**config.mk**
```make
export PLATFORM = sky130hd
export DESIGN_NAME = business_day_counter_flat
export DESIGN_NICKNAME = d
export VERILOG_FILES = /design/src/sv/bdc_pkg.sv /design/src/sv/bdc_req_if.sv /design/src/sv/bdc_rsp_if.sv /design/src/sv/bdc_ctrl.sv /design/src/sv/bdc_datapath.sv /design/src/sv/business_day_counter.sv /design/src/flat_wrapper.sv
export SDC_FILE = /design/constraint.sdc
export NUM_CORES = 1
export LEC_CHECK = 0
export ABC_AREA = 1
export BUFFER_PORTS_ARGS = -buffer_cell sky130_fd_sc_hd__buf_4
export CORE_MARGIN = 3
export CORE_UTILIZATION = 45
export CTS_CLUSTER_DIAMETER = 100
export DETAILED_ROUTE_END_ITERATION = 10
export MAX_ROUTING_LAYER = met4
export PLACE_DENSITY = 0.7
export SETUP_SLACK_MARGIN = 0.2
export SLEW_MARGIN = 20
export SYNTH_ARGS = -nofsm -noshare
export SYNTH_HDL_FRONTEND = slang
export SYNTH_HIERARCHICAL = 1
export SYNTH_SLANG_ARGS = --single-unit
```
**constraint.sdc**
```tcl
create_clock -name clock -period 17.3 [get_ports clock]
set_clock_uncertainty 0.2 [all_clocks]
set_input_delay 3.46 -clock clock [delete_from_list [all_inputs] [get_ports clock]]
set_output_delay 3.46 -clock clock [all_outputs]
set_load 0.05 [all_outputs]
```
**src/sv/bdc_pkg.sv**
```systemverilog
package bdc_pkg;

   localparam int DAY_W   = 5;
   localparam int MONTH_W = 4;
   localparam int YEAR_W  = 14;
   localparam int COUNT_W = 22;
   localparam int STAT_W  = 2;
   localparam int DNUM_W  = 22;
   localparam int Q100_W  = 8;
   localparam int Q7_W    = 20;

   localparam logic [STAT_W-1:0] STATUS_OK      = 2'd0;
   localparam logic [STAT_W-1:0] STATUS_ORDER   = 2'd1;
   localparam logic [STAT_W-1:0] STATUS_INVALID = 2'd2;

   localparam logic [YEAR_W-1:0]  MAX_YEAR  = 14'd9999;
   localparam logic [MONTH_W-1:0] FEBRUARY  = 4'd2;
   localparam logic [MONTH_W-1:0] DECEMBER  = 4'd12;

   // x / 100 = (x * 5243) >> 19, exact for x below 16384
   localparam logic [12:0] DIV100_MUL   = 13'd5243;
   localparam int          DIV100_SHIFT = 19;
   // x / 7 = (x * 4793491) >> 25, exact for x below 2^22
   localparam logic [22:0] DIV7_MUL     = 23'd4793491;
   localparam int          DIV7_SHIFT   = 25;

   // day 0 (1 Mar of year 0) falls on a wednesday
   localparam logic [2:0] EPOCH_WEEKDAY = 3'd3;

   typedef enum logic [3:0] {
      OP_IDLE,
      OP_LOAD,
      OP_YEAR,
      OP_CHECK,
      OP_DNUM,
      OP_DIFF,
      OP_DIV_W,
      OP_REM_W,
      OP_DIV_T,
      OP_FINISH
   } op_type;

   typedef struct packed {
      op_type op;
      logic   sel_end;
   } cmd_type;

   function automatic logic [DAY_W-1:0] month_len(input logic [MONTH_W-1:0] m);
      logic [DAY_W-1:0] len;
      case (m)
         4'd2:    len = 5'd28;
         4'd4:    len = 5'd30;
         4'd6:    len = 5'd30;
         4'd9:    len = 5'd30;
         4'd11:   len = 5'd30;
         default: len = 5'd31;
      endcase
      return len;
   endfunction

   // days from 1 Mar to the first of month m, march-based year
   function automatic logic [8:0] month_offset(input logic [MONTH_W-1:0] m);
      logic [8:0] off;
      case (m)
         4'd3:    off = 9'd0;
         4'd4:    off = 9'd31;
         4'd5:    off = 9'd61;
         4'd6:    off = 9'd92;
         4'd7:    off = 9'd122;
         4'd8:    off = 9'd153;
         4'd9:    off = 9'd184;
         4'd10:   off = 9'd214;
         4'd11:   off = 9'd245;
         4'd12:   off = 9'd275;
         4'd1:    off = 9'd306;
         4'd2:    off = 9'd337;
         default: off = 9'd0;
      endcase
      return off;
   endfunction

   // weekdays among the r days that start on weekday w
   function automatic logic [2:0] partial_week(input logic [2:0] w, input logic [2:0] r);
      logic [2:0] n;
      logic [3:0] d;
      n = 3'd0;
      for (int i = 0; i < 7; i++) begin
         d = 4'(w) + 4'(i);
         if (d >= 4'd7) begin
            d = d - 4'd7;
         end
         if (3'(i) < r && d != 4'd0 && d != 4'd6) begin
            n = n + 3'd1;
         end
      end
      return n;
   endfunction

endpackage

```
**src/sv/bdc_req_if.sv**
```systemverilog
interface bdc_req_if
   import bdc_pkg::*;
   ();
   logic               valid;
   logic               ready;
   logic [DAY_W-1:0]   start_day;
   logic [MONTH_W-1:0] start_month;
   logic [YEAR_W-1:0]  start_year;
   logic [DAY_W-1:0]   end_day;
   logic [MONTH_W-1:0] end_month;
   logic [YEAR_W-1:0]  end_year;

   modport source (
      output valid, start_day, start_month, start_year, end_day, end_month, end_year,
      input  ready
   );
   modport sink (
      input  valid, start_day, start_month, start_year, end_day, end_month, end_year,
      output ready
   );
endinterface

```
**src/sv/bdc_rsp_if.sv**
```systemverilog
interface bdc_rsp_if
   import bdc_pkg::*;
   ();
   logic               valid;
   logic               ready;
   logic [COUNT_W-1:0] business_days;
   logic [STAT_W-1:0]  status;

   modport source (
      output valid, business_days, status,
      input  ready
   );
   modport sink (
      input  valid, business_days, status,
      output ready
   );
endinterface

```
**src/sv/bdc_ctrl.sv**
```systemverilog
module bdc_ctrl
   import bdc_pkg::*;
(
   input  logic    clock,
   input  logic    reset,
   input  logic    req_valid,
   output logic    req_ready,
   input  logic    rsp_ready,
   output logic    rsp_valid,
   output cmd_type cmd
);

   typedef enum logic [3:0] {
      ST_IDLE,
      ST_S_YEAR,
      ST_S_CHECK,
      ST_S_DNUM,
      ST_E_YEAR,
      ST_E_CHECK,
      ST_E_DNUM,
      ST_DIFF,
      ST_DIV_W,
      ST_REM_W,
      ST_DIV_T,
      ST_FIN
   } state_type;

   state_type state_ff, state_in;
   logic      rsp_valid_ff, rsp_valid_in;
   logic      slot_free;

   assign slot_free = !rsp_valid_ff || rsp_ready;
   assign req_ready = (state_ff == ST_IDLE);
   assign rsp_valid = rsp_valid_ff;

   always_comb begin
      state_in     = state_ff;
      rsp_valid_in = rsp_valid_ff && !rsp_ready;
      cmd.op       = OP_IDLE;
      cmd.sel_end  = 1'b0;
      case (state_ff)
         ST_IDLE: begin
            if (req_valid) begin
               cmd.op   = OP_LOAD;
               state_in = ST_S_YEAR;
            end
         end
         ST_S_YEAR: begin
            cmd.op   = OP_YEAR;
            state_in = ST_S_CHECK;
         end
         ST_S_CHECK: begin
            cmd.op   = OP_CHECK;
            state_in = ST_S_DNUM;
         end
         ST_S_DNUM: begin
            cmd.op   = OP_DNUM;
            state_in = ST_E_YEAR;
         end
         ST_E_YEAR: begin
            cmd.op      = OP_YEAR;
            cmd.sel_end = 1'b1;
            state_in    = ST_E_CHECK;
         end
         ST_E_CHECK: begin
            cmd.op      = OP_CHECK;
            cmd.sel_end = 1'b1;
            state_in    = ST_E_DNUM;
         end
         ST_E_DNUM: begin
            cmd.op      = OP_DNUM;
            cmd.sel_end = 1'b1;
            state_in    = ST_DIFF;
         end
         ST_DIFF: begin
            cmd.op   = OP_DIFF;
            state_in = ST_DIV_W;
         end
         ST_DIV_W: begin
            cmd.op   = OP_DIV_W;
            state_in = ST_REM_W;
         end
         ST_REM_W: begin
            cmd.op   = OP_REM_W;
            state_in = ST_DIV_T;
         end
         ST_DIV_T: begin
            cmd.op   = OP_DIV_T;
            state_in = ST_FIN;
         end
         ST_FIN: begin
            // wait here while the previous word is still unclaimed
            if (slot_free) begin
               cmd.op       = OP_FINISH;
               rsp_valid_in = 1'b1;
               state_in     = ST_IDLE;
            end
         end
         default: begin
            state_in = ST_IDLE;
         end
      endcase
   end

   always_ff @(posedge clock) begin
      if (reset) begin
         state_ff     <= ST_IDLE;
         rsp_valid_ff <= 1'b0;
      end else begin
         state_ff     <= state_in;
         rsp_valid_ff <= rsp_valid_in;
      end
   end

endmodule

```
**src/sv/bdc_datapath.sv**
```systemverilog
module bdc_datapath
   import bdc_pkg::*;
(
   input  logic               clock,
   input  cmd_type            cmd,
   input  logic [DAY_W-1:0]   start_day,
   input  logic [MONTH_W-1:0] start_month,
   input  logic [YEAR_W-1:0]  start_year,
   input  logic [DAY_W-1:0]   end_day,
   input  logic [MONTH_W-1:0] end_month,
   input  logic [YEAR_W-1:0]  end_year,
   output logic [COUNT_W-1:0] business_days,
   output logic [STAT_W-1:0]  status
);

   logic [DAY_W-1:0]   sd_ff, ed_ff;
   logic [MONTH_W-1:0] sm_ff, em_ff;
   logic [YEAR_W-1:0]  sy_ff, ey_ff;
   logic [YEAR_W-1:0]  yy_ff, yy_in;
   logic [Q100_W-1:0]  qy_ff, qyy_ff;
   logic               ok_s_ff, ok_e_ff;
   logic [DNUM_W-1:0]  ns_ff, ne_ff, total_ff;
   logic [Q7_W-1:0]    q7_ff;
   logic [2:0]         w_ff;
   logic [COUNT_W-1:0] count_ff;
   logic [STAT_W-1:0]  status_ff;

   logic [DAY_W-1:0]   d_sel;
   logic [MONTH_W-1:0] m_sel;
   logic [YEAR_W-1:0]  y_sel;
   logic [YEAR_W-1:0]  arg100;
   logic [26:0]        prod100;
   logic [Q100_W-1:0]  q100;
   logic [DNUM_W-1:0]  ns3;
   logic [DNUM_W-1:0]  arg7;
   logic [44:0]        prod7;
   logic [Q7_W-1:0]    q7;
   logic [DNUM_W-1:0]  q7_times7;
   logic               leap;
   logic [DAY_W-1:0]   len;
   logic               date_ok;
   logic [DNUM_W-1:0]  dnum;
   logic [2:0]         rem_t;
   logic [COUNT_W-1:0] count_val;

   assign d_sel = cmd.sel_end ? ed_ff : sd_ff;
   assign m_sel = cmd.sel_end ? em_ff : sm_ff;
   assign y_sel = cmd.sel_end ? ey_ff : sy_ff;

   // january and february belong to the previous march-based year
   assign yy_in = (m_sel <= FEBRUARY) ? (y_sel - YEAR_W'(1)) : y_sel;

   // shared divide by 100
   assign arg100  = (cmd.op == OP_YEAR) ? y_sel : yy_ff;
   assign prod100 = 27'(arg100) * 27'(DIV100_MUL);
   assign q100    = Q100_W'(prod100 >> DIV100_SHIFT);

   // shared divide by 7
   assign ns3       = ns_ff + DNUM_W'(EPOCH_WEEKDAY);
   assign arg7      = (cmd.op == OP_DIV_T) ? total_ff : ns3;
   assign prod7     = 45'(arg7) * 45'(DIV7_MUL);
   assign q7        = Q7_W'(prod7 >> DIV7_SHIFT);
   assign q7_times7 = DNUM_W'(q7_ff) * DNUM_W'(7);

   assign leap = (y_sel[1:0] == 2'd0) &&
                 ((15'(y_sel) != 15'(qy_ff) * 15'd100) || (qy_ff[1:0] == 2'd0));
   assign len  = (m_sel == FEBRUARY && leap) ? 5'd29 : month_len(m_sel);
   assign date_ok = (y_sel != '0) && (y_sel <= MAX_YEAR) &&
                    (m_sel != '0) && (m_sel <= DECEMBER) &&
                    (d_sel != '0) && (d_sel <= len);

   assign dnum = DNUM_W'(yy_ff) * DNUM_W'(365) + DNUM_W'(yy_ff >> 2)
               - DNUM_W'(qyy_ff) + DNUM_W'(qyy_ff >> 2)
               + DNUM_W'(month_offset(m_sel)) + DNUM_W'(d_sel) - DNUM_W'(1);

   assign rem_t     = 3'(total_ff - q7_times7);
   assign count_val = COUNT_W'(q7_ff) * COUNT_W'(5) + COUNT_W'(partial_week(w_ff, rem_t));

   always_ff @(posedge clock) begin
      case (cmd.op)
         OP_LOAD: begin
            sd_ff <= start_day;
            sm_ff <= start_month;
            sy_ff <= start_year;
            ed_ff <= end_day;
            em_ff <= end_month;
            ey_ff <= end_year;
         end
         OP_YEAR: begin
            yy_ff <= yy_in;
            qy_ff <= q100;
         end
         OP_CHECK: begin
            qyy_ff <= q100;
            if (cmd.sel_end) begin
               ok_e_ff <= date_ok;
            end else begin
               ok_s_ff <= date_ok;
            end
         end
         OP_DNUM: begin
            if (cmd.sel_end) begin
               ne_ff <= dnum;
            end else begin
               ns_ff <= dnum;
            end
         end
         OP_DIFF: begin
            total_ff <= ne_ff - ns_ff;
         end
         OP_DIV_W: begin
            q7_ff <= q7;
         end
         OP_REM_W: begin
            w_ff <= 3'(ns3 - q7_times7);
         end
         OP_DIV_T: begin
            q7_ff <= q7;
         end
         OP_FINISH: begin
            if (!(ok_s_ff && ok_e_ff)) begin
               count_ff  <= '0;
               status_ff <= STATUS_INVALID;
            end else if (ne_ff < ns_ff) begin
               count_ff  <= '0;
               status_ff <= STATUS_ORDER;
            end else begin
               count_ff  <= count_val;
               status_ff <= STATUS_OK;
            end
         end
         default: begin
         end
      endcase
   end

   assign business_days = count_ff;
   assign status        = status_ff;

endmodule

```
**src/sv/business_day_counter.sv**
```systemverilog
// Counts Monday to Friday days from a start date, inclusive, up to an end
// date, exclusive, for Gregorian dates in years 1 to 9999. Both dates are
// turned into day numbers and the count is taken in closed form, so every
// word takes the same steps whatever the span: a request is taken when the
// block is idle, and the next request is taken only once the result word of
// the current one is written and the block is back in idle. The controller
// steps one shared divide-by-100 multiplier and one shared divide-by-7
// multiplier through the date checks, the two day numbers and the week
// split. A result waits in its output register while the next request is
// worked on; the next result is held back until the waiting word is taken.
// An invalid date gives status 2, an end before the start gives status 1,
// both with a count of 0.
module business_day_counter
   import bdc_pkg::*;
(
   input logic       clock,
   input logic       reset,
   bdc_req_if.sink   req,
   bdc_rsp_if.source rsp
);

   cmd_type cmd;

   bdc_ctrl u_ctrl (
      .clock     (clock),
      .reset     (reset),
      .req_valid (req.valid),
      .req_ready (req.ready),
      .rsp_ready (rsp.ready),
      .rsp_valid (rsp.valid),
      .cmd       (cmd)
   );

   bdc_datapath u_datapath (
      .clock         (clock),
      .cmd           (cmd),
      .start_day     (req.start_day),
      .start_month   (req.start_month),
      .start_year    (req.start_year),
      .end_day       (req.end_day),
      .end_month     (req.end_month),
      .end_year      (req.end_year),
      .business_days (rsp.business_days),
      .status        (rsp.status)
   );

`ifndef ASSERT_OFF
   // busy right after taking a request
   a_busy_after_accept: assert property (@(posedge clock) disable iff (reset)
      (req.valid && req.ready) |=> !req.ready)
      else $error("request taken while busy");

   // error words carry no count
   a_error_zero: assert property (@(posedge clock) disable iff (reset)
      (rsp.valid && rsp.status != STATUS_OK) |-> (rsp.business_days == '0))
      else $error("nonzero count on error status");

   a_status_code: assert property (@(posedge clock) disable iff (reset)
      rsp.valid |-> (rsp.status == STATUS_OK || rsp.status == STATUS_ORDER ||
                     rsp.status == STATUS_INVALID))
      else $error("undefined status code");

   // a new word appears only when the block goes back to idle
   a_rsp_then_idle: assert property (@(posedge clock) disable iff (reset)
      $rose(rsp.valid) |-> req.ready)
      else $error("result shown while still busy");
`endif

endmodule
```
**src/flat_wrapper.sv**
```systemverilog
// flat-port wrapper written by rule: the top's interface ports become plain ports
module business_day_counter_flat import bdc_pkg::*;
  (clock, reset, req_valid, req_start_day, req_start_month, req_start_year, req_end_day, req_end_month, req_end_year, req_ready, rsp_valid, rsp_business_days, rsp_status, rsp_ready);
  bdc_req_if req_i ();
  bdc_rsp_if rsp_i ();
  input logic clock;
  input logic reset;
  input wire logic [$bits(req_i.valid)-1:0] req_valid;
  input wire logic [$bits(req_i.start_day)-1:0] req_start_day;
  input wire logic [$bits(req_i.start_month)-1:0] req_start_month;
  input wire logic [$bits(req_i.start_year)-1:0] req_start_year;
  input wire logic [$bits(req_i.end_day)-1:0] req_end_day;
  input wire logic [$bits(req_i.end_month)-1:0] req_end_month;
  input wire logic [$bits(req_i.end_year)-1:0] req_end_year;
  output wire logic [$bits(req_i.ready)-1:0] req_ready;
  output wire logic [$bits(rsp_i.valid)-1:0] rsp_valid;
  output wire logic [$bits(rsp_i.business_days)-1:0] rsp_business_days;
  output wire logic [$bits(rsp_i.status)-1:0] rsp_status;
  input wire logic [$bits(rsp_i.ready)-1:0] rsp_ready;
  assign req_i.valid = req_valid;
  assign req_i.start_day = req_start_day;
  assign req_i.start_month = req_start_month;
  assign req_i.start_year = req_start_year;
  assign req_i.end_day = req_end_day;
  assign req_i.end_month = req_end_month;
  assign req_i.end_year = req_end_year;
  assign req_ready = req_i.ready;
  assign rsp_valid = rsp_i.valid;
  assign rsp_business_days = rsp_i.business_days;
  assign rsp_status = rsp_i.status;
  assign rsp_i.ready = rsp_ready;
  business_day_counter u_core (.clock(clock), .reset(reset), .req(req_i), .rsp(rsp_i));
endmodule
```
==> results.toml <==
[grt]
antenna_found_initial = 0
grt_max_degree = 47
grt_first_pass_wirelength_mm = 99.2
grt_pass1_vias = 20421
grt_usage = 0.198
overflow = 0

[clock_tree]
cts-resized-gates = 0
htreeDepth = 4
cts_root_buf = "clkbuf_16"
cts_sinks = 196
clkLatencyLatePin_ns = 0.47
cts_buffer_depth = 2
holdBufCountCts = 0
numCtsBuffers = 17
cts_tree = "done"
path_clk_slew_ns = 0.08
post_cts_buffers = 0

[synthesis]
synthFlopType = "edfxtp_1"
synth.cell_area_sq_mm = 0.0273
synth.area.top_cells = "ha_1 24%, edfxtp_1 21%, fa_1 19%"
synth_edf_count = 191
ys_warn_count = 6
synthTopCellsByCount = "710 x inv_1, 530 x ha_1, 432 x nand2_1"
yosys.cell_count.top_type = "inv_1"
synthesis.instances = 3078
synth_top_area_cell = "ha_1"
syn-num-nets = 3912
synthArstFlopShare = 0
synth_top_cell_area_share = 0.243
syn_area_per_cell_sq_um = 8.88
post_synth_num_cell_types = 56
ys_seq_area_frac = 0.214
synth-seq-cells = 196

[sta]
tightest_slew_ns = 1.07
maxSlewHeadroom = 0.277
slew_viol_final = 0
min_period_over_period = 0.599
setup_viol = 0
period_minus_slack_ns = 10.36
rsz0062_at_grt = "false"
hold_viol = 0
fmax_mhz = 96.5
tns_ns = 0

[setup_path]
slowest_delay_ns = 0.72
start_kind = "input pin"
criticalPathCategory = "in2reg"
path_buf_inv = 10
cp_common_cell = "inv_1"
arrival_ns = 10.39
crit_family = "adder cells"
cp.required_ns = 17.33
slowest_stage = "o21ai_0"
critPathMaxFanout = 37
end_kind = "flop"

[worst_hold_path]
min_path_type = "reg2reg"

[drt]
vias_per_cell = 5.07
dr.pass1.iters = 5
first_iter_violations = 1057
drc_errors = 0
routedWlPerCell_um = 15.0
wl_mm = 59.3
num_vias = 20057
ant_nets = 0

[floorplan]
die-area_sq_mm = 0.0637
die_w_um = 252
ios = 76
start_util = 0.459
die_h_um = 252
core_area_sq_mm = 0.0596
rows = 89

[place]
gp_congestion = 0.909
hpwl_mm = 51.8
port_buffers = 75

[cells_and_area]
fillers = 5633
final_nets = 4002
antenna_cells = 0
area_growth_pct = 8.10
drive_gt1_frac = 0.0610

[outcome]
status = "completed"

[run]
maxCapViolCount = 0
[path summary, 6_finish.rpt]
kind	startpoint	end	slack (ns)	depth (start not counted)
hold reg to reg	u_core/u_ctrl/rsp_valid	u_core/u_ctrl/rsp_valid	0.37	2
setup reg to reg	u_core/u_datapath/q7_ff[0]	u_core/u_datapath/business_days[11]	9.17	44
hold / removal	u_core/u_ctrl/rsp_valid	u_core/u_ctrl/rsp_valid	0.37	2
setup / recovery	rsp_ready	u_core/u_datapath/q7_ff[5]	6.94	33
[cell families after synthesis]
| group | synth area share |
|---|---|
| AOI/OAI and AO/OA | 0.0834 |
| DFF | 0.214 |
| buffers and inverters | 0.102 |
| adders and majority gates | 0.429 |
| muxes | 0.000366 |
| xor gates and xnor gates | 0.0374 |
| and+or+nand+nor | 0.134 |
[stage by stage]
stage / hold slack [ns] / cells / instance area (sq um) / worst slack (ns) / utilization
after floorplan: 0.345 / 3078 / 27300 / 7.36 / -
after global placement: 0.360 / 3922 / 28900 / 6.60 / 0.485
after detailed placement: 0.358 / 3922 / 28900 / 6.47 / 0.485
after CTS: 0.373 / 3954 / 29500 / 6.98 / 0.496
after global routing: 0.413 / 3954 / 29500 / 6.30 / 0.496
final: 0.367 / 3954 / 29500 / 6.94 / 0.496
[tightest hold or removal path, stage by stage, from the launching register on]
cell,delay (ns)
dfxtp_1,0.32
nand2_1,0.12
a21oi_1,0.08
[sequential cells by signal, indices dropped and copies added, names as in the netlist, 5 cells and up]
name and cells:
u_core/u_datapath/ey_ff 14, u_core/u_datapath/yy_ff 14, u_core/u_datapath/business_days 22, u_core/u_datapath/sy_ff 14, u_core/u_datapath/q7_ff 20, u_core/u_datapath/qyy_ff 8, u_core/u_datapath/sd_ff 5, u_core/u_datapath/ns_ff 22
u_core/u_datapath/ed_ff 5, u_core/u_datapath/ne_ff 22, u_core/u_datapath/qy_ff 8, u_core/u_datapath/total_ff 22
[area by class of cell]
| type | instances | area (sq um) | share of cell area |
|---|---|---|---|
| clock inverter | 13 | 204 | 0.00690 |
| inverter | 724 | 2720 | 0.0921 |
| clock buffer | 19 | 433 | 0.0147 |
| tap | 773 | 967 | 0.0327 |
| sequential | 196 | 5840 | 0.198 |
| timing repair buffer | 85 | 638 | 0.0216 |
| multi-input combinational | 2144 | 18700 | 0.634 |
[placed cells by master, fill, tap and decap left out, types with 5 or more instances in the layout]
| cell | n |
|---|---|
| o211ai_1 | 9 |
| nand2_1 | 432 |
| a21o_1 | 15 |
| nand2_2 | 5 |
| xor2_1 | 80 |
| nor2_2 | 13 |
| nor3_1 | 28 |
| inv_2 | 12 |
| inv_1 | 710 |
| o31ai_1 | 7 |
| edfxtp_1 | 191 |
| nor2_1 | 164 |
| o21ai_0 | 108 |
| a21oi_1 | 174 |
| nand3_1 | 107 |
| and2_1 | 5 |
| or2_1 | 11 |
| clkbuf_16 | 17 |
| o21a_1 | 6 |
| a21boi_0 | 6 |
| o21ai_1 | 8 |
| a31oi_1 | 8 |
| nor4_1 | 15 |
| o21ai_2 | 10 |
| a211oi_1 | 12 |
| fa_1 | 254 |
| or2_2 | 20 |
| ha_1 | 530 |
| dfxtp_1 | 5 |
| buf_4 | 85 |
| nand4_1 | 29 |
| nor2_4 | 7 |
| o21bai_1 | 15 |
| xnor2_1 | 34 |
[routing by layer]
layer | track usage | vias up | part of all wire
met5 | - | - | 0
met4 | 0.0471 | 0 | 0.022
met3 | 0.0205 | 83 | 0.022
met2 | 0.360 | 271 | 0.53
met1 | 0.235 | 9565 | 0.43
li1 | - | 10138 | -
Power is not shown: default switching activity piles up to over one toggle a cycle in this logic, so the estimate is an artifact.
